[config.mk]
export PLATFORM = sky130hd
export DESIGN_NAME = wmf_back
export DESIGN_NICKNAME = d
export VERILOG_FILES = /design/src/sv/wmf_pkg.sv /design/src/sv/wmf_back.sv
export SDC_FILE = /design/constraint.sdc
export NUM_CORES = 2
export LEC_CHECK = 0
export BUFFER_PORTS_ARGS = -buffer_cell sky130_fd_sc_hd__buf_4
export CAP_MARGIN = 20
export CORE_ASPECT_RATIO = 1.5
export CORE_MARGIN = 2
export CORE_UTILIZATION = 45
export CTS_CLUSTER_SIZE = 20
export DETAILED_ROUTE_END_ITERATION = 7
export SYNTH_ARGS = -nofsm -noshare
export SYNTH_HDL_FRONTEND = slang
export SYNTH_SLANG_ARGS = --single-unit
[constraint.sdc]
create_clock -name clk_i -period 8.1 [get_ports clk_i]
set_clock_uncertainty 0.05 [all_clocks]
set_input_delay 1.215 -clock clk_i [delete_from_list [all_inputs] [get_ports clk_i]]
set_output_delay 1.215 -clock clk_i [all_outputs]
set_load 0.02 [all_outputs]
[src/sv/wmf_pkg.sv]
// ----------------------------------------------------------------------------
// wmf_pkg: shared definitions of the windowed median image filter
// Configuration register indexes, the configuration record and the defaults
// of the top-level parameters.
// ----------------------------------------------------------------------------
package wmf_pkg;

  localparam int unsigned MaxWidthDef  = 1024;
  localparam int unsigned MaxRadiusDef = 7;
  localparam int unsigned PixelBitsDef = 16;

  localparam int unsigned CfgIdxBits  = 3;
  localparam int unsigned CfgDataBits = 16;
  localparam int unsigned RadiusBits  = 4;

  typedef enum logic [CfgIdxBits-1:0] {
    REG_SRC_WIDTH,
    REG_SRC_HEIGHT,
    REG_X_BORDER,
    REG_Y_BORDER,
    REG_X_RADIUS,
    REG_Y_RADIUS,
    REG_SIGNED
  } cfg_reg_e;

  typedef struct packed {
    logic [10:0] source_width;
    logic [15:0] source_height;
    logic [9:0]  x_border;
    logic [14:0] y_border;
    logic [2:0]  x_radius;
    logic [2:0]  y_radius;
    logic        signed_pixels;
  } cfg_t;

  localparam cfg_t CfgReset = '{
    source_width:  11'd1024,
    source_height: 16'd1024,
    x_border:      10'd7,
    y_border:      15'd7,
    x_radius:      3'd1,
    y_radius:      3'd1,
    signed_pixels: 1'b0
  };

endpackage

[src/sv/wmf_back.sv]
// ----------------------------------------------------------------------------
// wmf_back: window gather and median selection
// Copies a job's window from the line store into a window memory, then
// picks the median one bit per pass over the window, MSB first.
// ----------------------------------------------------------------------------
module wmf_back #(
  parameter int unsigned MAX_WIDTH  = wmf_pkg::MaxWidthDef,
  parameter int unsigned MAX_RADIUS = wmf_pkg::MaxRadiusDef,
  parameter int unsigned PIXEL_BITS = wmf_pkg::PixelBitsDef,
  localparam int unsigned StoreRows = 2 * MAX_RADIUS + 1,
  localparam int unsigned SlotBits  = $clog2(StoreRows),
  localparam int unsigned ColBits   = $clog2(MAX_WIDTH),
  localparam int unsigned AddrBits  = $clog2(StoreRows * MAX_WIDTH),
  localparam int unsigned RadBits   = wmf_pkg::RadiusBits,
  localparam int unsigned EntryBits = ColBits + SlotBits + 2 * RadBits + 1
) (
  input  logic                  clk_i,
  input  logic                  rst_ni,
  input  logic                  signed_i,
  input  logic                  job_valid_i,
  input  logic [EntryBits-1:0]  job_i,
  output logic                  job_pop_o,
  output logic                  gathering_o,
  output logic                  st_re_o,
  output logic [AddrBits-1:0]   st_raddr_o,
  input  logic [PIXEL_BITS-1:0] st_rdata_i,
  output logic                  out_valid_o,
  input  logic                  out_ready_i,
  output logic [PIXEL_BITS-1:0] out_median_o,
  output logic                  out_last_o
);

  localparam int unsigned NWin = StoreRows * StoreRows;
  localparam int unsigned NB   = $clog2(NWin + 1);
  localparam int unsigned IB   = (NWin > 1) ? $clog2(NWin) : 1;
  localparam int unsigned BB   = $clog2(PIXEL_BITS);

  typedef struct packed {
    logic [ColBits-1:0]  col;
    logic [SlotBits-1:0] slot;
    logic [RadBits-1:0]  xr;
    logic [RadBits-1:0]  yr;
    logic                last;
  } entry_t;

  typedef enum logic [1:0] {S_IDLE, S_GATHER, S_SELECT, S_DONE} state_e;

  state_e              state_q;
  entry_t              ent_q, job;
  logic [NB-1:0]       n_q, cnt_q, rank_q, cnt_new, n_job;
  logic [SlotBits-1:0] g_slot_q;
  logic [ColBits-1:0]  g_col_q, col_start, col_start_job;
  logic                g_done_q, dv_q;
  logic [IB-1:0]       widx_q, ridx_q;
  logic                issued_q, sv_q, slast_q;
  logic [BB-1:0]       bit_q;
  logic [PIXEL_BITS-1:0] res_q, key, flip, win_rdata_q;
  logic [PIXEL_BITS-1:0] win_mem [NWin];
  logic                out_valid_q, out_last_q;
  logic [PIXEL_BITS-1:0] out_median_q;
  logic [SlotBits:0]   ss;
  logic                issue_g, issue_s, hit;

  assign job = entry_t'(job_i);

  always_comb begin
    ss = (SlotBits + 1)'(job.slot) + (SlotBits + 1)'(StoreRows) -
         (SlotBits + 1)'({job.yr, 1'b0});
    if (ss >= (SlotBits + 1)'(StoreRows)) begin
      ss = ss - (SlotBits + 1)'(StoreRows);
    end
  end

  assign n_job         = NB'({job.xr, 1'b1}) * NB'({job.yr, 1'b1});
  assign col_start_job = job.col - ColBits'({job.xr, 1'b0});
  assign col_start     = ent_q.col - ColBits'({ent_q.xr, 1'b0});

  assign issue_g     = (state_q == S_GATHER) && !g_done_q;
  assign issue_s     = (state_q == S_SELECT) && !issued_q;
  assign st_re_o     = issue_g;
  assign st_raddr_o  = AddrBits'(g_slot_q * MAX_WIDTH) + AddrBits'(g_col_q);
  assign job_pop_o   = (state_q == S_IDLE) && job_valid_i;
  assign gathering_o = (state_q == S_GATHER);

  assign flip    = signed_i ? {1'b1, {(PIXEL_BITS - 1){1'b0}}} : '0;
  assign key     = win_rdata_q ^ flip;
  assign hit     = ((key >> bit_q) == (res_q >> bit_q));
  assign cnt_new = cnt_q + NB'(hit);

  always_ff @(posedge clk_i) begin
    if (dv_q && (state_q == S_GATHER)) begin
      win_mem[widx_q] <= st_rdata_i;
    end
    if (issue_s) begin
      win_rdata_q <= win_mem[ridx_q];
    end
  end

  always_ff @(posedge clk_i or negedge rst_ni) begin
    if (!rst_ni) begin
      state_q      <= S_IDLE;
      ent_q        <= '0;
      n_q          <= '0;
      g_slot_q     <= '0;
      g_col_q      <= '0;
      g_done_q     <= 1'b0;
      dv_q         <= 1'b0;
      widx_q       <= '0;
      ridx_q       <= '0;
      issued_q     <= 1'b0;
      sv_q         <= 1'b0;
      slast_q      <= 1'b0;
      cnt_q        <= '0;
      rank_q       <= '0;
      res_q        <= '0;
      bit_q        <= '0;
      out_valid_q  <= 1'b0;
      out_median_q <= '0;
      out_last_q   <= 1'b0;
    end else begin
      if (out_valid_q && out_ready_i) begin
        out_valid_q <= 1'b0;
      end
      unique case (state_q)
        S_IDLE: begin
          if (job_valid_i) begin
            ent_q    <= job;
            n_q      <= n_job;
            g_slot_q <= SlotBits'(ss);
            g_col_q  <= col_start_job;
            g_done_q <= 1'b0;
            dv_q     <= 1'b0;
            widx_q   <= '0;
            state_q  <= S_GATHER;
          end
        end
        S_GATHER: begin
          if (issue_g) begin
            if ((g_slot_q == ent_q.slot) && (g_col_q == ent_q.col)) begin
              g_done_q <= 1'b1;
            end else if (g_col_q == ent_q.col) begin
              g_col_q  <= col_start;
              g_slot_q <= (g_slot_q == SlotBits'(StoreRows - 1)) ? '0 : g_slot_q + 1'b1;
            end else begin
              g_col_q <= g_col_q + 1'b1;
            end
          end
          dv_q <= issue_g;
          if (dv_q) begin
            widx_q <= widx_q + 1'b1;
            if (widx_q == IB'(n_q - 1'b1)) begin
              bit_q    <= BB'(PIXEL_BITS - 1);
              ridx_q   <= '0;
              issued_q <= 1'b0;
              sv_q     <= 1'b0;
              slast_q  <= 1'b0;
              cnt_q    <= '0;
              rank_q   <= n_q >> 1;
              res_q    <= '0;
              state_q  <= S_SELECT;
            end
          end
        end
        S_SELECT: begin
          if (issue_s) begin
            ridx_q <= ridx_q + 1'b1;
            if (ridx_q == IB'(n_q - 1'b1)) begin
              issued_q <= 1'b1;
            end
          end
          sv_q    <= issue_s;
          slast_q <= issue_s && (ridx_q == IB'(n_q - 1'b1));
          if (sv_q) begin
            cnt_q <= cnt_new;
            if (slast_q) begin
              // End of one pass: fix this bit of the median.
              if (cnt_new <= rank_q) begin
                rank_q <= rank_q - cnt_new;
                res_q  <= res_q | (PIXEL_BITS'(1) << bit_q);
              end
              cnt_q    <= '0;
              ridx_q   <= '0;
              issued_q <= 1'b0;
              if (bit_q == '0) begin
                state_q <= S_DONE;
              end else begin
                bit_q <= bit_q - 1'b1;
              end
            end
          end
        end
        S_DONE: begin
          if (!out_valid_q || out_ready_i) begin
            out_valid_q  <= 1'b1;
            out_median_q <= res_q ^ flip;
            out_last_q   <= ent_q.last;
            state_q      <= S_IDLE;
          end
        end
        default: state_q <= S_IDLE;
      endcase
    end
  end

  assign out_valid_o  = out_valid_q;
  assign out_median_o = out_median_q;
  assign out_last_o   = out_last_q;

endmodule

==> impl_metrics.csv <==
group,metric,value,unit
floorplanning,core-area,324000,µm²
floorplanning,row_count,256,
cts,cts_htree_levels,5,
logic_synthesis,synth_cells,6597,
global_routing,grtUsageMet1,28.5,%
layout,area_delta_synth_final,12.7,%
logic_synthesis,seq_area_frac_synth,76.0,%
setup_path,slowest_stage,"dfrtp_1",
sta,finalMaxSlewViolations,0,
cts,clkSlewWorstSetupHoldPaths,0.07,ns
power_and_ir_drop,power_density,288,nW/µm²
logic_synthesis,ys.flop_type,"edfxtp_1",
cts,ctsHoldBuffers,0,
sta,rsz0062_at_grt,"false",
drt,drt-total-wl,389000,µm
place,place_hpwl,232000,µm
setup_path,path_class,"register to register",
layout,post-route-cell-area,165000,µm²
setup_path,cp_max_fo,22,
power_and_ir_drop,finalPower,47.6,mW
floorplanning,die_h,703,µm
power_and_ir_drop,power.leakage,51.2,nW
global_routing,first_global_vias,72100,
sta,hold_viol,0,
floorplanning,io_pins,79,
logic_synthesis,yosys.area.top_type_share,74.0,%
layout,drive_gt1_share,30.6,%
logic_synthesis,synth_nets,6706,
setup_path,path_buf_inv,1,
setup_path,r2r_cells,18,
logic_synthesis,ys_warn_count,0,
floorplanning,die_w,470,µm
power_and_ir_drop,irDropWorstVdd,0.187,mV
floorplanning,die_area,331000,µm²
cts,clockBufferDepth,4,
sta,post-route-period-util,73.6,%
setup_path,worst_path_most_repeated_cell,"o21ai_0",
place,dp_slack,2.04,ns
drt,routed_via_density,6.06,
setup_path,r2r-start,"bit_q[0]",
cts,ctsResizeCount,0,
layout,fillers,25200,
sta,finalSetupTns,0,ns
cts,cts_tree,"built",
cts,clk_latency,0.91,ns
cts,cts_root_buffer,"clkbuf_16",
setup_path,cp_cell_sequence,"inv_1 -> nor3_1 -> a311oi_1 -> o31ai_1 -> o21ai_0 -> nor4_1 -> o22a_1 -> ha_1 -> ha_1 -> and3_1 -> xnor2_1 -> ha_1 -> nand2_1 -> o21ai_0 -> o21ai_0 -> a21oi_1 -> nand2_1 -> o21ai_0",
sta,relSlewSlack,9.38,%
floorplanning,start_util,45.2,%
setup_path,critPathTopFamily,"compound AO/OA/AOI/OAI gates",
logic_synthesis,yosys.area.top_type,"edfxtp_1",
cts,cts_buffers,344,
global_routing,antenna_found_initial,16,
drt,drc,0,
sta,setup_violations,0,
logic_synthesis,synthTopCellsByCount,"edfxtp_1, mux4_2, nor2_1, clkbuf_1, nand2_1",
setup_path,cpPeakStageDelay,0.93,ns
setup_path,rr_endpoint,"res_q[11]",
global_routing,grt_use_met3,3.59,%
place,port_buffers,78,
global_routing,grt_usage,23.4,%
setup_path,setup.worst_path.start_class,"register",
logic_synthesis,synth.distinct_cells,77,
global_routing,grt_pass1_wl,548000,µm
sta,max_freq,168,MHz
logic_synthesis,avgSynthCellArea,22.3,µm²
cts,cts_setup_buffers,0,
drt,wl_per_cell,33.7,µm
setup_path,rrSetupSlack,2.14,ns
setup_path,cp.arrival,6.73,ns
status,status,"finished, final reports clean",
drt,ant_nets,0,
hold_path,hp-class,"input port to async pin",
sta,fin_crit,5.96,ns
setup_path,worst_ep_required_time,8.86,ns
cts,cts.sinks,3734,
place,place_area,154000,µm²
sta,worstMarginPinSlew,1.36,ns
sta,timing.hold.ws,0.304,ns
global_routing,grt_overflow,0,
logic_synthesis,synth_edf_count,3616,
sta,worst_slack,2.14,ns
drt,drt_first_pass_iters,5,
drt,drt-initial-drc-count,7415,
logic_synthesis,synthTopCellsByArea,"edfxtp_1, mux4_2, dfrtp_1",
layout,final_nets,7111,
logic_synthesis,synthArstFlopShare,3.16,%
logic_synthesis,synth_most_common_cell,"edfxtp_1",
global_routing,grt.met2_usage,41.2,%
logic_synthesis,synth_area,147000,µm²
place,gp_congestion,0.842,
global_routing,gr-max-usage-layer,"met2",
job,cap_violations,0,
global_routing,grt_max_degree,172,
drt,vias,69900,
logic_synthesis,ys_ff_latch,3734,
setup_path,crit_path_end_kind,"register",
-- report_power, final --
part	leakage (nW)	internal, mW	switching [mW]	total (mW)
Clock	5.30	8.87	7.10	16.0
Combinational	12.1	4.63	5.09	9.72
Sequential	33.9	21.5	0.452	21.9
Total	51.2	35.0	12.6	47.6
-- cells in the final DEF, fill, tap and decap left out, drive strengths merged, types with 14 or more instances in the layout --
| cell type | netlist | routed |
|---|---|---|
| a211oi | 15 | 15 |
| a21oi | 55 | 55 |
| a22oi | 51 | 51 |
| a31oi | 14 | 14 |
| and2 | 14 | 14 |
| buf | 193 | 419 |
| bufinv | 0 | 28 |
| clkbuf | 175 | 424 |
| clkinv | 4 | 159 |
| dfrtp | 118 | 118 |
| edfxtp | 3616 | 3616 |
| ha | 53 | 53 |
| inv | 54 | 68 |
| mux2 | 42 | 42 |
| mux2i | 78 | 78 |
| mux4 | 1088 | 1088 |
| nand2 | 171 | 171 |
| nand3 | 66 | 66 |
| nand4 | 23 | 23 |
| nor2 | 309 | 309 |
| nor2b | 27 | 27 |
| nor3 | 25 | 25 |
| o21ai | 87 | 87 |
| o22ai | 24 | 24 |
| xnor2 | 60 | 60 |
| xor2 | 46 | 46 |
-- worst max path at each step --
stage / from / depth (start not counted) / to / slack [ns]
global placement: bit_q[0] / 18 / rank_q[0] / 2.05
finish: bit_q[0] / 18 / res_q[11] / 2.14
global route: bit_q[0] / 18 / res_q[9] / 1.31
CTS: bit_q[0] / 18 / res_q[11] / 2.01
floorplan: signed_i / 19 / rank_q[0] / 3.28
detailed placement: bit_q[0] / 18 / res_q[11] / 2.04
-- through the flow --
| stage | cells | util [%] |
|---|---|---|
| 5_1_grt | 11500 | 51.0 |
| 2_1_floorplan | 6597 | - |
| 3_3_place_gp | 10900 | 47.6 |
| 3_5_place_dp | 10900 | 47.6 |
| 6_report | 11500 | 51.0 |
| 4_1_cts | 11500 | 50.9 |
-- area by class of cell --
| type | count | area (µm²) | area share [%] |
|---|---|---|---|
| antenna | 12 | 30.0 | 0.0182 |
| tap | 4257 | 5330 | 3.22 |
| clock inverter | 203 | 1730 | 1.05 |
| clock buffer | 416 | 9070 | 5.48 |
| inverter | 58 | 225 | 0.136 |
| sequential | 3734 | 112000 | 67.4 |
| multi-input combinational | 2437 | 33700 | 20.4 |
| timing repair buffer | 427 | 3830 | 2.31 |
-- state kept, by name, summed over array words and instances, names as in the netlist, 2 cells and up --
signal,count
res_q,16
win_mem,3600
ridx_q,8
n_q,8
cnt_q,8
state_q,2
g_slot_q,4
bit_q,4
g_col_q,10
win_rdata_q,16
out_median_o,16
widx_q,8
rank_q,8
ent_q,19
-- metal layers --
layer	part of all wire, %	up-vias
li1	-	28600
met1	36	38000
met2	52	2685
met3	6.5	638
met4	4.9	8
met5	0.014	-
-- cell families (layout without fill, tap and decap cells) --
kind of cell	Yosys count	after routing	synth area share, %
flip-flops	3734	3734	76.0
AO/OA/AOI/OAI	364	364	1.67
multiplexers	1208	1208	17.5
adder cells (fa/ha/maj)	65	65	0.615
XOR/XNOR	110	110	0.694
other	0	12	0
AND/OR/NAND/NOR	690	690	2.07
buffers and inverters	426	1104	1.41
Power figures use the tool's default switching activity.
