--- config.mk ---
export PLATFORM = sky130hd
export DESIGN_NAME = wmf_fifo
export DESIGN_NICKNAME = d
export VERILOG_FILES = /design/src/sv/wmf_fifo.sv
export SDC_FILE = /design/constraint.sdc
export NUM_CORES = 1
export LEC_CHECK = 0
export BUFFER_PORTS_ARGS = -buffer_cell sky130_fd_sc_hd__buf_2
export CAP_MARGIN = 10
export CORE_MARGIN = 4
export CORE_UTILIZATION = 50
export DETAILED_ROUTE_END_ITERATION = 16
export PLACE_DENSITY = 0.82
export SYNTH_ARGS = -nofsm -noshare
export SYNTH_HDL_FRONTEND = slang
export SYNTH_SLANG_ARGS = --single-unit
--- constraint.sdc ---
create_clock -name clk_i -period 2.4 [get_ports clk_i]
set_input_delay 0.24 -clock clk_i [delete_from_list [all_inputs] [get_ports clk_i]]
set_output_delay 0.24 -clock clk_i [all_outputs]
set_load 0.05 [all_outputs]
--- src/sv/wmf_fifo.sv ---
// ----------------------------------------------------------------------------
// wmf_fifo: two-entry job queue
// Holds window jobs between the intake and the median engine.
// ----------------------------------------------------------------------------
module wmf_fifo #(
  parameter int unsigned WIDTH = 8
) (
  input  logic             clk_i,
  input  logic             rst_ni,
  input  logic             push_i,
  input  logic [WIDTH-1:0] data_i,
  output logic             valid_o,
  input  logic             pop_i,
  output logic [WIDTH-1:0] data_o
);

  logic [WIDTH-1:0] data_q [2];
  logic             wptr_q, rptr_q;
  logic [1:0]       cnt_q;
  logic             do_push, do_pop;

  assign valid_o = (cnt_q != 2'd0);
  assign data_o  = data_q[rptr_q];
  assign do_push = push_i && (cnt_q != 2'd2);
  assign do_pop  = pop_i && valid_o;

  always_ff @(posedge clk_i or negedge rst_ni) begin
    if (!rst_ni) begin
      wptr_q <= 1'b0;
      rptr_q <= 1'b0;
      cnt_q  <= 2'd0;
    end else begin
      if (do_push) begin
        wptr_q <= !wptr_q;
      end
      if (do_pop) begin
        rptr_q <= !rptr_q;
      end
      cnt_q <= cnt_q + 2'(do_push) - 2'(do_pop);
    end
  end

  always_ff @(posedge clk_i) begin
    if (do_push) begin
      data_q[wptr_q] <= data_i;
    end
  end

endmodule

==> results of run 1 <==
==> area by class of cell <==
type	count	area, µm²
Clock buffer	4	26.3
Fill cell	120	561
Inverter	2	7.51
Multi-Input combinational cell	25	201
Sequential cell	20	581
Tap cell	16	20.0
Timing Repair Buffer	21	110
==> what timing repair did <==
action / CTS / global route
hold buffers: 1 / 0
hold endpoints to repair: 4 / 0
setup buffers: 0 / 0
==> metal layers <==
| metal | GRT usage [%] | part of all wire (%) |
|---|---|---|
| met5 | 0 | 0 |
| met4 | 8.06 | 2.0 |
| met3 | 3.38 | 6.9 |
| met2 | 20.1 | 50 |
| met1 | 13.3 | 41 |
==> state kept, by name, indices dropped and copies added, names as in the netlist <==
signal / cells
cnt_q: 2
rptr_q: 1
wptr_q: 1
data_q: 16
==> power groups by stage <==
stage | sequential, W | combinational (W) | clock, W
floorplan | 0.000527 | 0.000454 | 0
global placement | 0.000561 | 0.000523 | 0
detailed placement | 0.000569 | 0.000527 | 0
CTS | 0.000560 | 0.000531 | 0.000167
global route | 0.000573 | 0.000561 | 0.000180
finish | 0.000557 | 0.000523 | 0.000159
==> cell families after synthesis <==
family                     Yosys count  synth area share (%)
and+or+nand+nor                      8                  4.57
DFF                                 20                  73.1
muxes                                8                  11.3
AOI/OAI and AO/OA                    5                  4.57
buffers and inverters                3                  1.57
adders and majority gates            1                  1.57
xor gates and xnor gates             3                  3.31
==> worst max-delay path, cell delays in order (launching register included) <==
cell and delay, ps:
dfrtp_1 590, mux2_1 360, buf_2 210
==> per-stage QoR <==
step                util, %  hold WS [ps]
floorplan                 -         -55.6
global placement       60.4          49.5
detailed placement     60.4          52.7
CTS                    62.8           110
global route           62.8           107
finish                 62.8           120
==> layout by cell type, fill, tap and decap left out, drive strengths merged <==
cell	count
a211oi	1
a21bo	1
a32oi	1
buf	20
clkbuf	4
dfrtp	4
dlygate4sd3	1
edfxtp	16
ha	1
inv	2
mux2	8
nand2	1
nand3	1
nor2	4
nor2b	1
o21ai	2
or2	1
xnor2	3
==> path summary, 6_finish.rpt <==
kind,start,end,slack [ps],depth (start not counted)
worst max-delay path,rptr_q,data_o[4],710,2
worst max register to register,cnt_q[1],data_q[1][4],900,3
max in group asynchronous,rst_ni,rptr_q,2010,2
worst min register to register,wptr_q,wptr_q,500,1
min in group asynchronous,rst_ni,wptr_q,260,2
worst min-delay path,data_i[3],data_q[1][3],120,1
==> flow_metrics.env, run 1 <==
export IMPL_drtIter0Drc=0
export IMPL_synth_common_cells="edfxtp_1 (16), mux2_1 (8), dfrtp_1 (4), nor2_1 (4), xnor2_1 (3)"
export IMPL_seq_area_frac_synth_pct=73.1
export IMPL_slew_headroom_pct=54.3
export IMPL_drive_above_1_share_pct=31.9
export IMPL_worst_slack_ps=707
export IMPL_synth_top_area_cell="edfxtp_1"
export IMPL_yosysTopAreaCellShare_pct=60.5
export IMPL_clkSinkCount=20
export IMPL_status="finished, final reports clean"
export IMPL_die_y_um=47.9
export IMPL_first_pass_iters=1
export IMPL_critPathRequiredTime_ps=2160
export IMPL_synth_area_um2=795
export IMPL_antenna_cells=0
export IMPL_seq_power_share_pct=45.0
export IMPL_max_freq_mhz=591
export IMPL_setup_viol_count_final=0
export IMPL_postCtsResizedCells=0
export IMPL_nets=86
export IMPL_antenna_found_initial=0
export IMPL_synth_area_per_cell_um2=16.6
export IMPL_synth_seq_cells=20
export IMPL_io_pins=21
export IMPL_min_path_type="in2reg"
export IMPL_path_class="reg2out"
export IMPL_post_route_period_util_pct=70.5
export IMPL_worstMarginPinSlew_ps=683
export IMPL_design_core_area_mm2=0.00151
export IMPL_wl_per_cell_um=13.4
export IMPL_grt_pass1_wl_um=1820
export IMPL_dp_slack_ps=851
export IMPL_fin_tns_setup_ps=0
export IMPL_place_area_um2=910
export IMPL_power_total_w=0.00124
export IMPL_drv_cap=0
export IMPL_yosys_warnings=0
export IMPL_start_util_pct=52.7
export IMPL_htree_levels=1
export IMPL_leakagePower_nw=0.378
export IMPL_clk_path_buf_depth=2
export IMPL_via_per_inst=5.19
export IMPL_arrival_ps=1450
export IMPL_stdcell_count=88
export IMPL_numCtsBuffers=3
export IMPL_die_area_mm2=0.00229
export IMPL_swShare_pct=43.2
export IMPL_critPathMaxFanout=9
export IMPL_dpl_cell_count=83
export IMPL_hpwl_um=888
export IMPL_clock_skew_ps=9.34
export IMPL_die_x_um=47.9
export IMPL_p_switching_w=0.000536
export IMPL_synth_async_sr_flop_share_pct=20.0
export IMPL_clkPwrFrac_pct=12.9
export IMPL_synthFlopType="edfxtp_1"
export IMPL_power_density_mw_per_mm2=1310
export IMPL_clk_pin_slew_ps=110
export IMPL_syn_inst=48
export IMPL_combPwrFrac_pct=42.2
export IMPL_cp_start_kind="register"
export IMPL_rsz0062_at_grt="no"
export IMPL_peakVddDrop_mv=0.628
export IMPL_yosysMostFrequentCell="edfxtp_1"
export IMPL_gp_congestion=0.708
export IMPL_fin_crit_ps=1690
export IMPL_area_growth_pct=19.1
export IMPL_synth_edf_count=16
export IMPL_io_buffers=20
export IMPL_dr_total_vias=457
export IMPL_design_area_um2=946
export IMPL_grt_pass1_vias=445
export IMPL_track_usage_pct=12.1
export IMPL_grt_overflow_total=0
export IMPL_slew_violations=0
export IMPL_drc=0
export IMPL_wl_um=1180
export IMPL_yosys_top_cells_area="edfxtp_1 (60%), dfrtp_1 (13%), mux2_1 (11%), xnor2_1 (3.3%), nor2_1 (1.9%)"
export IMPL_internal_power_w=0.000704
export IMPL_synth_cell_type_count=17
export IMPL_synthesis_nets=61
export IMPL_clock_latency_ps=300
export IMPL_placementRows=14
export IMPL_final_hold_viol_count=0
export IMPL_cts_tree="built"
export IMPL_crit_path_end_kind="output port"
export IMPL_final_antenna_net_count=0
export IMPL_grt_max_degree=12
export IMPL_cts_root_buf="clkbuf_4"
Note: power is estimated with default switching activity, not from simulation.
==> run 2: changes to the inputs <==
ABC_AREA = 1   (was not set)
CORE_UTILIZATION = 49   (was 50)
PLACE_DENSITY = 0.81   (was 0.82)
clock period = 1.75 ns   (was 2.4 ns; I/O delays follow)
==> run 2 against run 1 <==
Against the previous run: clock skew shrank 7.2 ps; first-iteration DRC count is 9 higher; combinational power increased by 75%; largest cell class unchanged; largest power group is now combinational logic; sequential cell count unchanged; sequential power grew 34%; utilization increased by 0.68 points.
==> flow_metrics.env, run 2 <==
export IMPL_hpwl_um=1010
export IMPL_synth_seq_cells=20
export IMPL_placementRows=14
export IMPL_final_antenna_net_count=0
export IMPL_n_fill_cell=128
export IMPL_slew_headroom_pct=69.6
export IMPL_top_regs="data_q x16, cnt_q x2"
export IMPL_worstMarginPinSlew_ps=456
export IMPL_slew_violations=0
export IMPL_post_cts_setup_buffers=0
export IMPL_synth_edf_count=16
export IMPL_setup_viol_count_final=0
export IMPL_first_pass_iters=4
export IMPL_multi_input_area_um2=204
export IMPL_stdcell_count=114
export IMPL_via_per_inst=4.77
export IMPL_synth_area_um2=822
export IMPL_wl_um=1350
export IMPL_largest_reg_flops=16
export IMPL_io_pins=21
export IMPL_leakagePower_nw=0.463
export IMPL_cpLargestDelayFamily="flip-flops"
export IMPL_rsz0062_at_grt="no"
export IMPL_clock_skew_ps=2.14
export IMPL_cpMaxStageDelayCell="dfrtp_1"
export IMPL_peakVddDrop_mv=0.933
export IMPL_clk_pin_slew_ps=100
export IMPL_die_x_um=49.0
export IMPL_critPathMaxFanout=9
export IMPL_seq_area_frac_synth_pct=70.6
export IMPL_synth_area_per_cell_um2=11.3
export IMPL_clock_latency_ps=300
export IMPL_gp_congestion=0.681
export IMPL_critPathMostFrequentCell="nand2_1"
export IMPL_fin_crit_ps=1580
export IMPL_grt_pass1_wl_um=2320
export IMPL_synthFlopType="edfxtp_1"
export IMPL_synth_cell_type_count=15
export IMPL_synth_common_cells="nand2_1 (30), edfxtp_1 (16), inv_1 (7)"
export IMPL_cts_hold_buffers_added=1
export IMPL_synthesis_nets=86
export IMPL_drv_cap=0
export IMPL_max_freq_mhz=633
export IMPL_power_density_mw_per_mm2=1930
export IMPL_final_hold_viol_count=0
export IMPL_synth_top_area_cell="edfxtp_1"
export IMPL_worst_slack_ps=170
export IMPL_fin_util_pct=63.5
export IMPL_grt_pass1_vias=550
export IMPL_final_common_cell="nand2_1"
export IMPL_final_cell_mix="nand2_1 (30), buf_2 (20), edfxtp_1 (16), inv_1 (7), dfrtp_1 (4)"
export IMPL_dp_slack_ps=294
export IMPL_antenna_cells=0
export IMPL_syn_inst=73
export IMPL_yosys_top_cells_area="edfxtp_1 (58%), nand2_1 (14%), dfrtp_1 (12%), inv_1 (3.2%), nor2_2 (2.3%)"
export IMPL_path_cells="inv_2, nand2_1, nand2_1, buf_2"
export IMPL_drive_above_1_share_pct=31.6
export IMPL_largest_register="data_q"
export IMPL_cp_num_buf_inv=2
export IMPL_fin_tns_setup_ps=0
export IMPL_wl_per_cell_um=11.8
export IMPL_cts_root_buf="clkbuf_4"
export IMPL_slowest_delay_ps=500
export IMPL_grt_overflow_total=0
export IMPL_yosysTopAreaCellShare_pct=58.4
export IMPL_synth_async_sr_flop_share_pct=20.0
export IMPL_critPathRequiredTime_ps=1570
export IMPL_ff_latch_area_um2=581
export IMPL_die_y_um=49.0
export IMPL_post_route_period_util_pct=90.3
export IMPL_drc=0
export IMPL_status="finished, final reports clean"
export IMPL_crit_path_end_kind="output port"
export IMPL_arrival_ps=1410
export IMPL_path_class="reg2out"
export IMPL_track_usage_pct=12.9
export IMPL_drtIter0Drc=9
export IMPL_cts_tree="built"
export IMPL_design_core_area_mm2=0.00154
export IMPL_dr_total_vias=544
export IMPL_yosys_warnings=0
export IMPL_grt_max_degree=12
export IMPL_power_total_w=0.00189
export IMPL_area_growth_pct=19.0
export IMPL_antenna_found_initial=0
export IMPL_min_path_type="in2reg"
export IMPL_nets=112
export IMPL_clk_path_buf_depth=2
export IMPL_dpl_cell_count=109
export IMPL_postCtsResizedCells=0
export IMPL_clkSinkCount=20
export IMPL_io_buffers=20
export IMPL_die_area_mm2=0.00240
export IMPL_yosysMostFrequentCell="nand2_1"
export IMPL_numCtsBuffers=3
export IMPL_start_util_pct=53.3
export IMPL_cp_start_kind="register"
export IMPL_htree_levels=1
[run 2: final cells by class]
| cell class | instances | share of cell area [%] |
|---|---|---|
| multi-input cells | 44 | 20.8 |
| well taps | 16 | 2.05 |
| repair buffers | 22 | 12.0 |
| flip-flops and latches | 20 | 59.3 |
| inverters | 8 | 3.07 |
| clock buffers | 4 | 2.69 |
[run 2: path summary, 6_finish.rpt]
kind / startpoint / endpoint / slack [ps] / depth (start not counted)
min in group asynchronous: rst_ni / rptr_q / 190 / 2
min: data_i[7] / data_q[1][7] / 50 / 1
max reg2reg: cnt_q[1] / cnt_q[1] / 280 / 11
max: rptr_q / data_o[5] / 170 / 4
min reg2reg: wptr_q / wptr_q / 540 / 2
max in group asynchronous: rst_ni / cnt_q[0] / 1450 / 2
[run 2: power breakdown]
part	leakage, nW	total, W	internal (W)	switching [W]
clock	0.0150	0.000220	0.0000890	0.000131
sequential	0.195	0.000749	0.000662	0.0000869
combinational	0.253	0.000916	0.000218	0.000698
[run 2: cells by family (layout without fill, tap and decap cells)]
| family | Yosys count | in the layout | synth area share [%] |
|---|---|---|---|
| buffers and inverters | 9 | 34 | 4.57 |
| XOR/XNOR | 1 | 1 | 1.07 |
| AO/OA/AOI/OAI | 2 | 2 | 1.22 |
| AND/OR/NAND/NOR | 40 | 40 | 21.0 |
| adder cells (fa/ha/maj) | 1 | 1 | 1.52 |
| flip-flops | 20 | 20 | 70.6 |
[run 2: metal layers]
| metal | vias to the layer above | track usage (%) | part of all wire [%] |
|---|---|---|---|
| met2 | 13 | 20.2 | 51 |
| met4 | 0 | 8.07 | 2.1 |
| met3 | 3 | 3.98 | 5.5 |
| met5 | - | 0 | 0 |
| li1 | 283 | - | - |
| met1 | 245 | 15.2 | 42 |
[run 2: through the flow]
stage	area, µm²	hold WS, ps
finish	978	54.4
global route	978	35.4
CTS	978	47.6
detailed placement	942	-15.9
global placement	942	-16.9
floorplan	822	-121
==> run 3: changes to the inputs <==
CORE_ASPECT_RATIO = 1.25   (was not set)
==> run 3 against run 2 <==
Against the previous run: worst hold slack improved by 1.9 ps; count of clock-buffer cells in the layout decreased by 1; largest cell class unchanged; critical path type unchanged; combinational power decreased by 1%; first-iteration DRC count decreased by 33%; final cell count increased by 1.8%.
==> flow_metrics.env, run 3 (synthesized netlist as in run 2, its figures left out) <==
export IMPL_crit_path_end_kind="output port"
export IMPL_cts_hold_buffers_added=1
export IMPL_start_util_pct=52.0
export IMPL_via_per_inst=4.97
export IMPL_reg2reg_slack_ps=290
export IMPL_gp_congestion=0.769
export IMPL_largest_register="data_q"
export IMPL_stdcell_count=116
export IMPL_r2r_start="cnt_q[1]"
export IMPL_arrival_ps=1380
export IMPL_hpwl_um=993
export IMPL_placementRows=16
export IMPL_path_class="reg2out"
export IMPL_clkSinkCount=20
export IMPL_critical_path_startpoint="rptr_q"
export IMPL_drtIter0Drc=6
export IMPL_dpl_cell_count=111
export IMPL_status="finished, final reports clean"
export IMPL_antenna_found_initial=0
export IMPL_grt_max_degree=12
export IMPL_drc=0
export IMPL_io_pins=21
export IMPL_wl_per_cell_um=10.9
export IMPL_grt_overflow_total=0
export IMPL_min_path_cells=1
export IMPL_final_cell_mix="nand2_1 (30), buf_2 (20), edfxtp_1 (16), inv_1 (7), dfrtp_1 (4)"
export IMPL_design_core_area_mm2=0.00158
export IMPL_final_hold_viol_count=0
export IMPL_critPathMaxFanout=9
export IMPL_wl_um=1270
export IMPL_postCtsResizedCells=0
export IMPL_die_x_um=44.6
export IMPL_io_buffers=20
export IMPL_dr_total_vias=576
export IMPL_slew_violations=0
export IMPL_reg2reg_to="cnt_q[1]"
export IMPL_area_growth_pct=19.3
export IMPL_clock_skew_ps=5.03
export IMPL_cts_tree="built"
export IMPL_worstMarginPinSlew_ps=474
export IMPL_cts_root_buf="clkbuf_4"
export IMPL_max_freq_mhz=643
export IMPL_track_usage_pct=12.5
export IMPL_clk_path_buf_depth=2
export IMPL_post_cts_setup_buffers=0
export IMPL_rr_worst_depth=11
export IMPL_drive_above_1_share_pct=31.6
export IMPL_htree_levels=1
export IMPL_n_fill_cell=135
export IMPL_clock_latency_ps=300
export IMPL_holdWs_ps=56.3
export IMPL_antenna_cells=0
export IMPL_hold_path_endpoint="data_q[1][0]"
export IMPL_setup_viol_count_final=0
export IMPL_nets=112
export IMPL_die_y_um=53.8
export IMPL_rsz0062_at_grt="no"
export IMPL_die_area_mm2=0.00240
export IMPL_final_antenna_net_count=0
export IMPL_grt_pass1_wl_um=2130
export IMPL_leakagePower_nw=0.464
export IMPL_final_common_cell="nand2_1"
export IMPL_clk_pin_slew_ps=100
export IMPL_power_density_mw_per_mm2=1910
export IMPL_grt_pass1_vias=556
export IMPL_dp_slack_ps=303
export IMPL_numCtsBuffers=3
export IMPL_worst_slack_ps=195
export IMPL_top_regs="data_q x16, cnt_q x2"
export IMPL_peakVddDrop_mv=0.965
export IMPL_drv_cap=0
export IMPL_post_route_period_util_pct=88.9
export IMPL_min_from="data_i[0]"
export IMPL_fin_tns_setup_ps=0
export IMPL_min_path_type="in2reg"
export IMPL_fin_util_pct=62.0
export IMPL_critPathRequiredTime_ps=1570
export IMPL_fin_crit_ps=1550
export IMPL_first_pass_iters=4
export IMPL_largest_reg_flops=16
export IMPL_slew_headroom_pct=68.4
export IMPL_cp_start_kind="register"
run 3: cell types whose count changed in the layout (fill, tap and decap cells not counted), sizes merged:
cell	before	now
clkbuf	4	3
clkinv	0	1
run 3: cell type report:
type | count | area [µm²] | share of cell area (%)
Inverter | 8 | 30.0 | 3.06
Tap cell | 18 | 22.5 | 2.30
Clock inverter | 1 | 3.75 | 0.383
Sequential cell | 20 | 581 | 59.2
Multi-Input combinational cell | 44 | 204 | 20.8
Timing Repair Buffer | 22 | 118 | 12.0
Clock buffer | 3 | 22.5 | 2.30
run 3: power by group:
group | leakage [nW] | internal, W | switching, W | total [W]
registers | 0.195 | 0.000662 | 0.0000882 | 0.000750
logic | 0.253 | 0.000218 | 0.000688 | 0.000906
clock network | 0.0154 | 0.0000832 | 0.000129 | 0.000212
run 3: per-stage QoR:
step	power, W	cell area [µm²]
after global routing	0.00200	981
after global placement	0.00165	945
after detailed placement	0.00168	945
after floorplan	0.00148	822
final	0.00187	981
after CTS	0.00189	981
run 3: layer usage:
metal | up-vias | wire length (µm) | track usage, %
li1 | 284 | - | -
met1 | 273 | 445 | 11.3
met2 | 14 | 732 | 24.9
met3 | 5 | 59 | 2.01
met4 | 0 | 31 | 7.54
met5 | - | 0 | 0
run 3: worst max-delay path by stage:
stage                        end  slack (ps)  cells after the start
floorplan           data_q[0][0]         440                      3
global placement        cnt_q[1]         360                     11
detailed placement      cnt_q[1]         300                     11
CTS                    data_o[3]         170                      4
global route           data_o[3]          70                      4
finish                 data_o[0]         200                      4
run 3: critical path, cell delays in order (launching register included):
cell and delay, ps:
dfrtp_1 510, inv_2 190, nand2_1 80, nand2_1 60, buf_2 260
