--- src/sv/wmf_pkg.sv ---
// ----------------------------------------------------------------------------
// wmf_pkg: shared definitions of the windowed median image filter
// Configuration register indexes, the configuration record and the defaults
// of the top-level parameters.
// ----------------------------------------------------------------------------
package wmf_pkg;

  localparam int unsigned MaxWidthDef  = 1024;
  localparam int unsigned MaxRadiusDef = 7;
  localparam int unsigned PixelBitsDef = 16;

  localparam int unsigned CfgIdxBits  = 3;
  localparam int unsigned CfgDataBits = 16;
  localparam int unsigned RadiusBits  = 4;

  typedef enum logic [CfgIdxBits-1:0] {
    REG_SRC_WIDTH,
    REG_SRC_HEIGHT,
    REG_X_BORDER,
    REG_Y_BORDER,
    REG_X_RADIUS,
    REG_Y_RADIUS,
    REG_SIGNED
  } cfg_reg_e;

  typedef struct packed {
    logic [10:0] source_width;
    logic [15:0] source_height;
    logic [9:0]  x_border;
    logic [14:0] y_border;
    logic [2:0]  x_radius;
    logic [2:0]  y_radius;
    logic        signed_pixels;
  } cfg_t;

  localparam cfg_t CfgReset = '{
    source_width:  11'd1024,
    source_height: 16'd1024,
    x_border:      10'd7,
    y_border:      15'd7,
    x_radius:      3'd1,
    y_radius:      3'd1,
    signed_pixels: 1'b0
  };

endpackage

--- src/sv/wmf_front.sv ---
// ----------------------------------------------------------------------------
// wmf_front: pixel intake and classification
// Tracks the frame position, writes each pixel into the line store and
// queues a window job for every pixel that completes an interior window.
// ----------------------------------------------------------------------------
module wmf_front #(
  parameter int unsigned MAX_WIDTH  = wmf_pkg::MaxWidthDef,
  parameter int unsigned MAX_RADIUS = wmf_pkg::MaxRadiusDef,
  parameter int unsigned PIXEL_BITS = wmf_pkg::PixelBitsDef,
  localparam int unsigned StoreRows = 2 * MAX_RADIUS + 1,
  localparam int unsigned SlotBits  = $clog2(StoreRows),
  localparam int unsigned ColBits   = $clog2(MAX_WIDTH),
  localparam int unsigned AddrBits  = $clog2(StoreRows * MAX_WIDTH),
  localparam int unsigned RadBits   = wmf_pkg::RadiusBits,
  localparam int unsigned EntryBits = ColBits + SlotBits + 2 * RadBits + 1
) (
  input  logic                  clk_i,
  input  logic                  rst_ni,
  input  wmf_pkg::cfg_t         cfg_i,
  input  logic                  pix_valid_i,
  input  logic [PIXEL_BITS-1:0] pix_data_i,
  output logic                  pix_ready_o,
  input  logic                  hold_i,
  output logic                  st_we_o,
  output logic [AddrBits-1:0]   st_waddr_o,
  output logic [PIXEL_BITS-1:0] st_wdata_o,
  output logic                  push_o,
  output logic [EntryBits-1:0]  entry_o
);

  localparam int unsigned WBits = ($clog2(MAX_WIDTH + 1) > 11) ? $clog2(MAX_WIDTH + 1) : 11;
  localparam int unsigned XS    = WBits + 2;
  localparam int unsigned YS    = 18;

  typedef struct packed {
    logic [ColBits-1:0]  col;
    logic [SlotBits-1:0] slot;
    logic [RadBits-1:0]  xr;
    logic [RadBits-1:0]  yr;
    logic                last;
  } entry_t;

  function automatic logic [SlotBits-1:0] slot_inc(input logic [SlotBits-1:0] s);
    return (s == SlotBits'(StoreRows - 1)) ? '0 : s + 1'b1;
  endfunction

  logic [ColBits-1:0]  col_q, col_d;
  logic [15:0]         row_q, row_d;
  logic [SlotBits-1:0] slot_q, slot_d;

  logic [WBits-1:0]    sw, w_eff, col0, col1;
  logic [15:0]         h_eff;
  logic [RadBits-1:0]  xr, yr;
  logic [16:0]         row0, row1;
  logic [SlotBits-1:0] slot0, slot1;
  logic signed [XS-1:0] cx, w_s, xb_s, xr_s;
  logic signed [YS-1:0] cy, h_s, yb_s, yr_s;
  logic                emit, accept;
  entry_t              entry;

  always_comb begin
    sw = WBits'(cfg_i.source_width);
    priority if (sw == '0) begin
      w_eff = WBits'(1);
    end else if (sw > WBits'(MAX_WIDTH)) begin
      w_eff = WBits'(MAX_WIDTH);
    end else begin
      w_eff = sw;
    end
    h_eff = (cfg_i.source_height == '0) ? 16'd1 : cfg_i.source_height;
    xr = RadBits'(cfg_i.x_radius);
    if (xr > RadBits'(MAX_RADIUS)) begin
      xr = RadBits'(MAX_RADIUS);
    end
    yr = RadBits'(cfg_i.y_radius);
    if (yr > RadBits'(MAX_RADIUS)) begin
      yr = RadBits'(MAX_RADIUS);
    end

    // A position left out of range by a configuration change is folded
    // into the next row or a new frame before the pixel is placed.
    col0  = WBits'(col_q);
    row0  = {1'b0, row_q};
    slot0 = slot_q;
    if (col0 >= w_eff) begin
      col0  = '0;
      row0  = row0 + 17'd1;
      slot0 = slot_inc(slot0);
    end
    if (row0 >= {1'b0, h_eff}) begin
      row0  = '0;
      slot0 = '0;
    end

    xr_s = $signed(XS'(xr));
    xb_s = $signed(XS'(cfg_i.x_border));
    w_s  = $signed(XS'(w_eff));
    cx   = $signed(XS'(col0)) - xr_s;
    yr_s = $signed(YS'(yr));
    yb_s = $signed(YS'(cfg_i.y_border));
    h_s  = $signed(YS'(h_eff));
    cy   = $signed(YS'(row0)) - yr_s;

    emit = (xr_s <= xb_s) && (yr_s <= yb_s) &&
           (w_s > (xb_s <<< 1)) && (h_s > (yb_s <<< 1)) &&
           (cx >= xb_s) && (cx < w_s - xb_s) &&
           (cy >= yb_s) && (cy < h_s - yb_s);

    entry.col  = ColBits'(col0);
    entry.slot = slot0;
    entry.xr   = xr;
    entry.yr   = yr;
    entry.last = (cx == w_s - xb_s - $signed(XS'(1))) &&
                 (cy == h_s - yb_s - $signed(YS'(1)));

    col1  = col0 + WBits'(1);
    row1  = row0;
    slot1 = slot0;
    if (col1 >= w_eff) begin
      col1  = '0;
      row1  = row0 + 17'd1;
      slot1 = slot_inc(slot0);
      if (row1 >= {1'b0, h_eff}) begin
        row1  = '0;
        slot1 = '0;
      end
    end
    col_d  = ColBits'(col1);
    row_d  = row1[15:0];
    slot_d = slot1;
  end

  assign pix_ready_o = !hold_i;
  assign accept      = pix_valid_i && !hold_i;
  assign st_we_o     = accept;
  assign st_waddr_o  = AddrBits'(slot0 * MAX_WIDTH) + AddrBits'(col0);
  assign st_wdata_o  = pix_data_i;
  assign push_o      = accept && emit;
  assign entry_o     = entry;

  always_ff @(posedge clk_i or negedge rst_ni) begin
    if (!rst_ni) begin
      col_q  <= '0;
      row_q  <= '0;
      slot_q <= '0;
    end else if (accept) begin
      col_q  <= col_d;
      row_q  <= row_d;
      slot_q <= slot_d;
    end
  end

endmodule

--- config.mk ---
export PLATFORM = sky130hd
export DESIGN_NAME = wmf_front
export DESIGN_NICKNAME = d
export VERILOG_FILES = /design/src/sv/wmf_pkg.sv /design/src/sv/wmf_front.sv
export SDC_FILE = /design/constraint.sdc
export NUM_CORES = 1
export LEC_CHECK = 0
export BUFFER_PORTS_ARGS = -buffer_cell sky130_fd_sc_hd__clkbuf_2
export CAP_MARGIN = 20
export CORE_AREA = 2 2 134 136
export DETAILED_ROUTE_END_ITERATION = 8
export DIE_AREA = 0 0 136 138
export MAX_ROUTING_LAYER = met4
export PLACE_DENSITY = 0.8
export REMOVE_ABC_BUFFERS = 1
export SYNTH_ARGS = -nofsm -noshare
export SYNTH_HDL_FRONTEND = slang
export SYNTH_SLANG_ARGS = --single-unit
export TNS_END_PERCENT = 1
--- constraint.sdc ---
create_clock -name clk_i -period 10.8 [get_ports clk_i]
set_input_delay 2.16 -clock clk_i [delete_from_list [all_inputs] [get_ports clk_i]]
set_output_delay 2.16 -clock clk_i [all_outputs]
set_load 0.005 [all_outputs]
==> key figures, run 1 <==
Critical path
  – Worst Reg2Reg Path Length in Cells: 30
  – Worst path most repeated cell: buf_4
  – Worst-path fanout max: 6
  – Worst EP arrival: 8380 ps
  – CP bufs+invs: 9
  – Slowest CP cell: fa_2
  – CP Launch Type: input port
  – CP Class: in -> out
  – FF-to-FF End: slot_q[0]
  – Cell family with most CP delay: simple AND/OR/NAND/NOR gates
  – CP Capture Type: primary output
  – Critical Path RT: 8640 ps
  – CP max stage delay: 480 ps
  – Reg2reg setup slack: 3040 ps
  – Reg-to-reg startpoint: col_q[6]

Global route
  – Met1 Resource Use GR: 37.5%
  – GR peak layer: met2
  – GR Layer Usage met3: 4.36%
  – Initial antenna violation count: 0
  – Global-route wire length before repair: 44,900 µm
  – GRT overflow: 0
  – Vias in the first global route: 9,485
  – GRT Util Overall: 29.8%
  – M2 GR Usage: 49.3%
  – Largest net degree at the start of global routing: 42

Clock tree
  – CTS tree: yes
  – CTS sink count: 30
  – Clock-pin slew on the worst setup and hold paths: 60 ps
  – Worst-Skew Late Latency: 280 ps
  – Cts hold-fix bufs: 0
  – Clock buffer depth: 2
  – H-tree levels: 2
  – Num CTS Buffers: 5
  – Root Buffer: clkbuf_16

Final layout
  – Diodes inserted: 0
  – Final Non-Filler Cells: 1,629
  – # nets final: 1,659
  – Post-route cell area: 10,900 µm²
  – Fraction of layout instances using a drive strength above 1: 20.5%
  – Most frequent cells in the layout: ha_1 (173), inv_1 (110), nor2_1 (102)
  – Most common cell after layout, fill and taps aside: ha_1
  – Post-layout util: 62.1%
  – Fillers: 1,608
  – Area Overhead vs Synth: 15.7%

Detailed routing
  – DRC violations left: 0
  – Routed length per instance: 17.3 µm
  – Total Routed Length: 28,100 µm
  – DR iter-0 viols: 812
  – ANT nets after route: 0
  – Vias per cell: 6.14
  – DRT Pass-1 Iters: 7
  – DR vias: 10,000

Placed design
  – Area after DPL: 10,400 µm²
  – Placement Setup Slack: -188 ps
  – GP Congestion: 1.00
  – Port bufs: 99
  – Post-DP HPWL: 23,000 µm
  – Placed cell count: 1,612

Timing
  – RSZ-0062 raised after global routing: yes
  – Crit share post-route: 97.6%
  – Final Max Slew Viols: 0
  – Worst Max-Slew Pin Slew: 1130 ps
  – Final setup viols: 0
  – Final min period: 10,540 ps
  – Fin. Hold Viols: 0
  – Final Skew: 9.12 ps
  – Max frequency: 94.9 MHz
  – Slew HR: 22.6%
  – Setup ws final: 260 ps

Floorplan
  – IO Pins: 135
  – Die area: 18,800 µm²
  – Initial core utilization: 53.7%
  – FP Rows: 49
  – Die X: 136 µm
  – Core Area: 17,500 µm²
  – Chip height: 138 µm

Yosys
  – Yosys top cell by area: ha_1
  – Mean Syn Cell Area: 7.36 µm²
  – Synth cell types: 95
  – Share of the synthesized area in the top cell type: 23.5%
  – FF+latch count, synth: 30
  – Ys flop type: dfrtp_1
  – Sequential-to-total area share from yosys stat: 7.97%
  – Cells after Synth: 1,279
  – Post-synthesis cell area: 9420 µm²
  – Post-synth EDFFs: 0
  – Ys async rst share: 100%
  – Largest cells by area after synthesis: ha_1 (24%), dfrtp_1 (8.0%), xnor2_1 (6.0%)
  – Syn. warnings: 0

Worst hold path
  – Hold_sp: row_q[14]
  – Hold EP: row_q[14]
  – Hold Path Depth: 2
  – Hold WC Path Type: reg -> reg

Power
  – Power, Total: 1.88 mW
  – Pleak: 5.43 nW
  – Peak supply drop: 132 µV
  – P per Cell Area: 172 nW/µm²

Run status
  – Status: finished clean

Flow run
  – Max cap viols: 0
-- layout make-up --
cell class | instances | area [µm²] | area share (%)
Clock buffer | 7 | 143 | 1.31
Clock inverter | 1 | 5.00 | 0.0459
Inverter | 113 | 427 | 3.92
Multi-Input combinational cell | 1046 | 8000 | 73.4
Sequential cell | 30 | 751 | 6.89
Tap cell | 229 | 287 | 2.63
Timing Repair Buffer | 203 | 1290 | 11.8
-- synthesized netlist by cell type (all sizes together), types with 15 or more instances --
| library cell | number |
|---|---|
| and3 | 16 |
| clkbuf | 41 |
| nor3 | 29 |
| nand2b | 17 |
| inv | 113 |
| a21o | 44 |
| o211ai | 15 |
| buf | 50 |
| nor4 | 17 |
| nand2 | 102 |
| o21a | 27 |
| nand4 | 30 |
| xor2 | 25 |
| xnor2 | 66 |
| nand3 | 34 |
| a21oi | 82 |
| nor2 | 105 |
| a211oi | 18 |
| o21ai | 58 |
| dfrtp | 30 |
| nor2b | 19 |
| ha | 177 |
-- tightest hold or removal path, stage by stage (launching register included) --
cell     delay (ps)
dfrtp_1         380
nand2_1          60
o21ai_0          70
-- metrics by stage --
stage               hold slack, ps  setup TNS, ps
floorplan                      490           -727
global placement               518          -86.9
detailed placement             536           -309
CTS                            552              0
global route                   581          -92.3
finish                         543              0
-- repair_timing --
item                       CTS  global route
resized for setup            6            52
setup buffers                1             8
setup endpoints to repair    2             2
hold endpoints to repair     0             0
pin swaps                    2            31
-- routing by layer --
layer	part of all wire, %	vias up
met5	0	-
met4	2.8	0
met3	7.3	65
met2	47	432
met1	42	4666
li1	-	4847
-- cell families after synthesis --
| logic type | synth area share (%) |
|---|---|
| buf+inv | 9.90 |
| other cells | 0.0398 |
| mux | 1.61 |
| compound gates | 24.8 |
| simple gates | 22.8 |
| xor+xnor | 8.54 |
| fa+ha+maj | 24.4 |
| flops | 7.97 |
-- power by group --
group	internal, mW	total [mW]	switching (mW)
clock	0.0913	0.143	0.0520
sequential	0.138	0.187	0.0486
combinational	0.707	1.55	0.842
-- registers in the layout, summed over array words and instances, names as in the netlist --
register  flops
row_q        16
col_q        10
slot_q        4
-- how the worst max path moves through the flow --
| stage | from | to | slack (ps) | cells after the start |
|---|---|---|---|---|
| floorplan | cfg_i[58] | push_o | -410 | 30 |
| global placement | cfg_i[58] | entry_o[0] | -90 | 31 |
| detailed placement | cfg_i[58] | entry_o[0] | -190 | 31 |
| CTS | cfg_i[58] | entry_o[0] | 4 | 31 |
| global route | cfg_i[58] | entry_o[0] | -50 | 36 |
| finish | cfg_i[58] | push_o | 260 | 38 |
No activity file was read; power rests on OpenSTA's default activity.
==> run 2, diff against run 1 <==
--- a/config.mk
+++ b/config.mk
@@ -7,11 +7,13 @@
 export LEC_CHECK = 0
 export BUFFER_PORTS_ARGS = -buffer_cell sky130_fd_sc_hd__clkbuf_2
 export CAP_MARGIN = 20
-export CORE_AREA = 2 2 134 136
+export CELL_PAD_IN_SITES_DETAIL_PLACEMENT = 1
+export CELL_PAD_IN_SITES_GLOBAL_PLACEMENT = 1
+export CORE_AREA = 2 2 157 159
 export DETAILED_ROUTE_END_ITERATION = 8
-export DIE_AREA = 0 0 136 138
+export DIE_AREA = 0 0 159 161
 export MAX_ROUTING_LAYER = met4
-export PLACE_DENSITY = 0.8
+export PLACE_DENSITY_LB_ADDON = 0.1
 export REMOVE_ABC_BUFFERS = 1
 export SYNTH_ARGS = -nofsm -noshare
 export SYNTH_HDL_FRONTEND = slang
==> constraint.sdc (replaced) <==
create_clock -name clk_i -period 8.9 [get_ports clk_i]
set_input_delay 1.78 -clock clk_i [delete_from_list [all_inputs] [get_ports clk_i]]
set_output_delay 1.78 -clock clk_i [all_outputs]
set_load 0.005 [all_outputs]
==> key figures, run 2 (same netlist as run 1, synthesis figures left out) <==
Detailed routing
  – Routed length per instance: 21.2 µm (was 17.3 µm)
  – DRC violations left: 0 (unchanged)
  – Vias per cell: 5.77 (was 6.14)
  – DRT Pass-1 Iters: 8 (was 7)
  – ANT nets after route: 0 (unchanged)
  – DR vias: 10,800 (was 10,000)
  – Total Routed Length: 39,800 µm (was 28,100 µm)
  – DR iter-0 viols: 669 (was 812)

Global route
  – GRT overflow: 0 (unchanged)
  – Initial antenna violation count: 0 (unchanged)
  – Global-route wire length before repair: 60,900 µm (was 44,900 µm)
  – Vias in the first global route: 11,400 (was 9,485)
  – Largest net degree at the start of global routing: 42 (unchanged)
  – GRT Util Overall: 30.2% (was 29.8%)

Power
  – Clk network pwr share: 6.3% (was 7.6%)
  – Net Switching: 1.41 mW (was 943 µW)
  – Internal power: 1.45 mW (was 937 µW)
  – Switch share: 49.2% (was 50.2%)
  – Pleak: 6.21 nW (was 5.43 nW)
  – Peak supply drop: 88.0 µV (was 132 µV)
  – Part of the power in combinational logic: 85.6% (was 82.4%)
  – Seq pwr share: 8.0% (was 9.9%)
  – P per Cell Area: 227 nW/µm² (was 172 nW/µm²)

Run status
  – Failing checks: negative setup slack
  – Status: finished, violations left (was finished clean)

Critical path
  – Slowest CP cell: or4b_4 (was fa_2)
  – Worst EP arrival: 8340 ps (was 8380 ps)
  – CP Launch Type: input port (unchanged)
  – CP max stage delay: 550 ps (was 480 ps)
  – CP Class: in -> out (unchanged)
  – CP Capture Type: primary output (unchanged)
  – CP bufs+invs: 7 (was 9)
  – Worst-path fanout max: 7 (was 6)
  – Critical Path RT: 7120 ps (was 8640 ps)
  – Cell family with most CP delay: simple AND/OR/NAND/NOR gates (unchanged)
  – Reg2reg setup slack: 210 ps (was 3040 ps)
  – Reg-to-reg startpoint: col_q[9] (was col_q[6])
  – FF-to-FF End: row_q[0] (was slot_q[0])
  – Worst Reg2Reg Path Length in Cells: 56 (was 30)

Clock tree
  – Root Buffer: clkbuf_16 (unchanged)
  – Clock buffer depth: 2 (unchanged)
  – H-tree levels: 2 (unchanged)
  – Clock-pin slew on the worst setup and hold paths: 60 ps (about the same)
  – CTS tree: yes (unchanged)
  – Worst-Skew Late Latency: 280 ps (about the same)
  – CTS sink count: 30 (unchanged)
  – Cts hold-fix bufs: 0 (unchanged)
  – Num CTS Buffers: 5 (unchanged)

Final layout
  – Area Overhead vs Synth: 33.8% (was 15.7%)
  – Diodes inserted: 0 (unchanged)
  – Most frequent cells in the layout: buf_4 (244), ha_1 (160), inv_1 (109) (was ha_1 (173), inv_1 (110), nor2_1 (102))
  – Fraction of layout instances using a drive strength above 1: 31.7% (was 20.5%)
  – # nets final: 1,811 (was 1,659)
  – Largest registers: row_q: 16 flops, col_q: 10 flops, slot_q: 4 flops (unchanged)
  – Most common cell after layout, fill and taps aside: buf_4 (was ha_1)
  – Reg with most FFs: row_q (unchanged)
  – Post-route cell area: 12,600 µm² (was 10,900 µm²)
  – Flip-flop count of the largest register after layout: 16 (unchanged)

Timing
  – Final min period: 10,120 ps
  – Fin. Hold Viols: 0 (unchanged)
  – RSZ-0062 raised after global routing: yes (unchanged)
  – Final setup viols: 3 (was 0)
  – Slew HR: 38.2% (was 22.6%)
  – Crit share post-route: 114%
  – Final Max Slew Viols: 0 (unchanged)
  – Worst Max-Slew Pin Slew: 904 ps (was 1130 ps)
  – Setup ws final: -1220 ps (was 260 ps)
  – Final Skew: 10.5 ps (was 9.12 ps)
  – Max frequency: 98.8 MHz

Worst hold path
  – Hold WC Path Type: reg -> reg (unchanged)
  – Hold EP: row_q[12] (was row_q[14])
  – Hold_sp: row_q[12] (was row_q[14])
  – Hold Path Depth: 2 (unchanged)

Floorplan
  – Die area: 25,600 µm² (was 18,800 µm²)
  – Die X: 159 µm (was 136 µm)
  – Initial core utilization: 39.3% (was 53.7%)
  – FP Rows: 57 (was 49)
  – Chip height: 161 µm (was 138 µm)
  – IO Pins: 135 (unchanged)
  – Core Area: 24,000 µm² (was 17,500 µm²)

Flow run
  – Max cap viols: 0 (unchanged)

Placed design
  – Placement Setup Slack: -1760 ps (was -188 ps)
  – Area after DPL: 11,200 µm² (was 10,400 µm²)
  – Port bufs: 99 (unchanged)
  – GP Congestion: 0.893 (was 1.00)
  – Post-DP HPWL: 30,000 µm (was 23,000 µm)
run 2: repair_timing:
item	4_1_cts	5_1_grt
resized for setup	59	83
endpoints found under the setup margin	3	22
buffers inserted	60	15
pin swaps	51	53
run 2: layout make-up:
| cell class | instances | area (µm²) |
|---|---|---|
| Sequential cell | 30 | 751 |
| Fill cell | 3021 | 11400 |
| Clock buffer | 6 | 139 |
| Multi-Input combinational cell | 1046 | 8390 |
| Clock inverter | 2 | 12.5 |
| Tap cell | 324 | 405 |
| Timing Repair Buffer | 355 | 2480 |
| Inverter | 113 | 429 |
run 2: worst max path at each step:
stage | startpoint | end | slack (ps) | cells past startpoint
2_1_floorplan | cfg_i[58] | push_o | -1550 | 30
5_1_grt | cfg_i[48] | entry_o[0] | -1510 | 33
3_5_place_dp | cfg_i[58] | entry_o[0] | -1760 | 29
6_report | cfg_i[55] | entry_o[0] | -1220 | 33
3_3_place_gp | cfg_i[58] | entry_o[0] | -1630 | 29
4_1_cts | cfg_i[52] | push_o | -920 | 36
run 2: layer usage:
| layer | GRT usage (%) | part of all wire (%) |
|---|---|---|
| met5 | - | 0 |
| met4 | 9.63 | 3.5 |
| met3 | 2.62 | 3.7 |
| met1 | 35.1 | 42 |
| met2 | 54.9 | 51 |
run 2: power groups by stage:
| stage | registers [mW] | logic [mW] | clock network, mW |
|---|---|---|---|
| CTS | 0.222 | 2.25 | 0.183 |
| global route | 0.235 | 2.66 | 0.189 |
| global placement | 0.219 | 1.96 | 0 |
| detailed placement | 0.221 | 2.02 | 0 |
| floorplan | 0.209 | 1.21 | 0 |
| finish | 0.230 | 2.45 | 0.181 |
run 2: per-stage QoR:
stage	hold slack, ps	power, mW	instances	TNS (ps)	util, %
after global routing	625	3.09	1876	-6870	52.6
final	584	2.86	1876	-3450	52.6
after CTS	576	2.65	1864	-2680	50.5
after global placement	542	2.18	1796	-3510	46.8
after floorplan	490	1.41	1189	-3310	-
after detailed placement	563	2.24	1796	-5910	46.8
run 2: worst register-to-register path, delay by kind of cell, from the launching register on:
family                     cells  cell delay [ps]
and+or+nand+nor                9             1560
adders and majority gates      2              660
AOI/OAI and AO/OA              4              710
buffers and inverters         41             5150
DFF                            1              480
==> run 3, diff against run 2 <==
--- a/config.mk
+++ b/config.mk
@@ -9,9 +9,10 @@
 export CAP_MARGIN = 20
 export CELL_PAD_IN_SITES_DETAIL_PLACEMENT = 1
 export CELL_PAD_IN_SITES_GLOBAL_PLACEMENT = 1
-export CORE_AREA = 2 2 157 159
+export CORE_AREA = 2 2 150 152
+export CTS_BUF_LIST = sky130_fd_sc_hd__clkbuf_16
 export DETAILED_ROUTE_END_ITERATION = 8
-export DIE_AREA = 0 0 159 161
+export DIE_AREA = 0 0 152 154
 export MAX_ROUTING_LAYER = met4
 export PLACE_DENSITY_LB_ADDON = 0.1
 export REMOVE_ABC_BUFFERS = 1
==> constraint.sdc (replaced) <==
create_clock -name clk_i -period 11.11 [get_ports clk_i]
set_input_delay 2.222 -clock clk_i [delete_from_list [all_inputs] [get_ports clk_i]]
set_output_delay 2.222 -clock clk_i [all_outputs]
set_load 0.005 [all_outputs]
==> key figures, run 3 (same netlist as run 1, synthesis figures left out) <==
Floorplan
  – Chip height: 154 µm (was 161 µm)
  – Initial core utilization: 43.4% (was 39.3%)
  – Core Area: 21,700 µm² (was 24,000 µm²)
  – Die X: 152 µm (was 159 µm)
  – FP Rows: 54 (was 57)
  – IO Pins: 135 (unchanged)
  – Die area: 23,400 µm² (was 25,600 µm²)

Timing
  – Slew HR: 38.8% (was 38.2%)
  – Final setup viols: 0 (was 3)
  – Final min period: 10,870 ps
  – Crit share post-route: 97.8%
  – Fin. Hold Viols: 0 (unchanged)
  – Worst Max-Slew Pin Slew: 918 ps (was 904 ps)
  – Final Max Slew Viols: 0 (unchanged)
  – Max frequency: 92.0 MHz
  – Final Skew: 6.00 ps (was 10.5 ps)

Power
  – Peak supply drop: 69.7 µV (was 88.0 µV)
  – Pleak: 5.56 nW (was 6.21 nW)
  – P per Cell Area: 174 nW/µm² (was 227 nW/µm²)

Global route
  – Initial antenna violation count: 0 (unchanged)
  – Vias in the first global route: 10,500 (was 11,400)
  – Largest net degree at the start of global routing: 42 (unchanged)
  – GRT Util Overall: 29.6% (was 30.2%)
  – Global-route wire length before repair: 55,200 µm (was 60,900 µm)
  – GRT overflow: 0 (unchanged)

Final layout
  – Most frequent cells in the layout: ha_1 (169), buf_4 (117), inv_1 (109) (was buf_4 (244), ha_1 (160), inv_1 (109))
  – Area Overhead vs Synth: 20.3% (was 33.8%)
  – # nets final: 1,677 (was 1,811)
  – Most common cell after layout, fill and taps aside: ha_1 (was buf_4)
  – Reg with most FFs: row_q (unchanged)
  – Diodes inserted: 0 (unchanged)
  – Post-route cell area: 11,300 µm² (was 12,600 µm²)
  – Flip-flop count of the largest register after layout: 16 (unchanged)
  – Fillers: 2,724 (was 3,021)
  – Fraction of layout instances using a drive strength above 1: 23.4% (was 31.7%)
  – Post-layout util: 52.2% (was 52.6%)
  – Largest registers: row_q: 16 flops, col_q: 10 flops, slot_q: 4 flops (unchanged)
  – Final Non-Filler Cells: 1,698 (was 1,876)

Placed design
  – Port bufs: 99 (unchanged)
  – Area after DPL: 10,600 µm² (was 11,200 µm²)
  – Placed cell count: 1,673 (was 1,796)
  – GP Congestion: 0.904 (was 0.893)
  – Post-DP HPWL: 28,500 µm (was 30,000 µm)

Detailed routing
  – DRT Pass-1 Iters: 5 (was 8)
  – DR iter-0 viols: 538 (was 669)
  – DR vias: 10,100 (was 10,800)
  – Vias per cell: 5.93 (was 5.77)
  – Total Routed Length: 35,100 µm (was 39,800 µm)
  – ANT nets after route: 0 (unchanged)
  – Routed length per instance: 20.7 µm (was 21.2 µm)
  – DRC violations left: 0 (unchanged)

Critical path
  – Worst-path fanout max: 6 (was 7)
  – Worst path most repeated cell: buf_4
  – Critical Path RT: 8890 ps (was 7120 ps)
  – CP Class: in -> out (unchanged)
  – CP Launch Type: input port (unchanged)
  – CP Capture Type: primary output (unchanged)
  – Slowest CP cell: or4b_4 (unchanged)
  – Worst EP arrival: 8640 ps (was 8340 ps)
  – CP max stage delay: 540 ps (was 550 ps)

Clock tree
  – Clock buffer depth: 2 (unchanged)
  – CTS sink count: 30 (unchanged)
  – Num CTS Buffers: 5 (unchanged)
  – CTS tree: yes (unchanged)
  – Worst-Skew Late Latency: 290 ps (was 280 ps)
  – Clock-pin slew on the worst setup and hold paths: 50 ps (was 60 ps)
  – Cts hold-fix bufs: 0 (unchanged)
  – Root Buffer: clkbuf_16 (unchanged)
  – H-tree levels: 2 (unchanged)

Worst hold path
  – Hold WC Path Type: reg -> reg (unchanged)

Run status
  – Status: finished clean (was finished, violations left)

Flow run
  – Max cap viols: 0 (unchanged)
==> run 3: layout make-up <==
class	instances	area [µm²]	share of cell area (%)
clock buffer	5	125	1.10
clock inverter	3	40.0	0.353
inverter	113	428	3.78
multi-input combinational	1046	8200	72.4
sequential	30	751	6.62
tap	280	350	3.09
timing repair buffer	220	1430	12.6
timing repair inverter	1	7.51	0.0662
==> run 3: per-stage QoR <==
stage	setup TNS (ps)	setup slack (ps)	hold slack [ps]	power, mW
2_1_floorplan	-355	-223	490	1.13
6_report	0	243	545	1.98
3_5_place_dp	-1040	-545	546	1.68
3_3_place_gp	-725	-390	530	1.62
4_1_cts	0	6.40	560	1.88
5_1_grt	-139	-99.1	592	2.16
==> run 3: path summary, 6_finish.rpt <==
check,startpoint,endpoint,slack (ps),cells past startpoint
worst min-delay path,row_q[12],row_q[12],540,2
worst min register to register,row_q[12],row_q[12],540,2
max in group asynchronous,rst_ni,row_q[13],8470,1
min in group asynchronous,rst_ni,col_q[6],2060,1
worst max register to register,col_q[6],slot_q[1],3170,31
worst max-delay path,cfg_i[58],entry_o[0],240,33
==> run 3: timing repair <==
item | 4_1_cts | 5_1_grt
gates resized for setup | 23 | 74
setup buffers | 6 | 10
cloned | 1 | 0
endpoints found under the setup margin | 2 | 2
pin swaps | 7 | 53
==> run 3: per-layer routing <==
layer	share of wire (%)	global-route usage, %	up-vias	wire (µm)
met4	2.7	7.92	0	965
met1	43	36.0	4862	15200
met3	4.2	3.04	69	1460
met5	0	-	-	0
met2	50	52.4	293	17500
li1	-	-	4850	-
==> run 3: report_power, final <==
group | total (mW) | leakage (nW) | switching [mW] | internal [mW]
sequential | 0.188 | 0.372 | 0.0542 | 0.134
combinational | 1.63 | 5.11 | 0.900 | 0.727
clock | 0.161 | 0.0836 | 0.0560 | 0.105
==> run 3: critical path: cells and delay by family <==
family,cells,cell delay (ps)
compound gates,7,1740
xor+xnor,1,150
fa+ha+maj,4,1130
buf+inv,9,1130
simple gates,12,2280
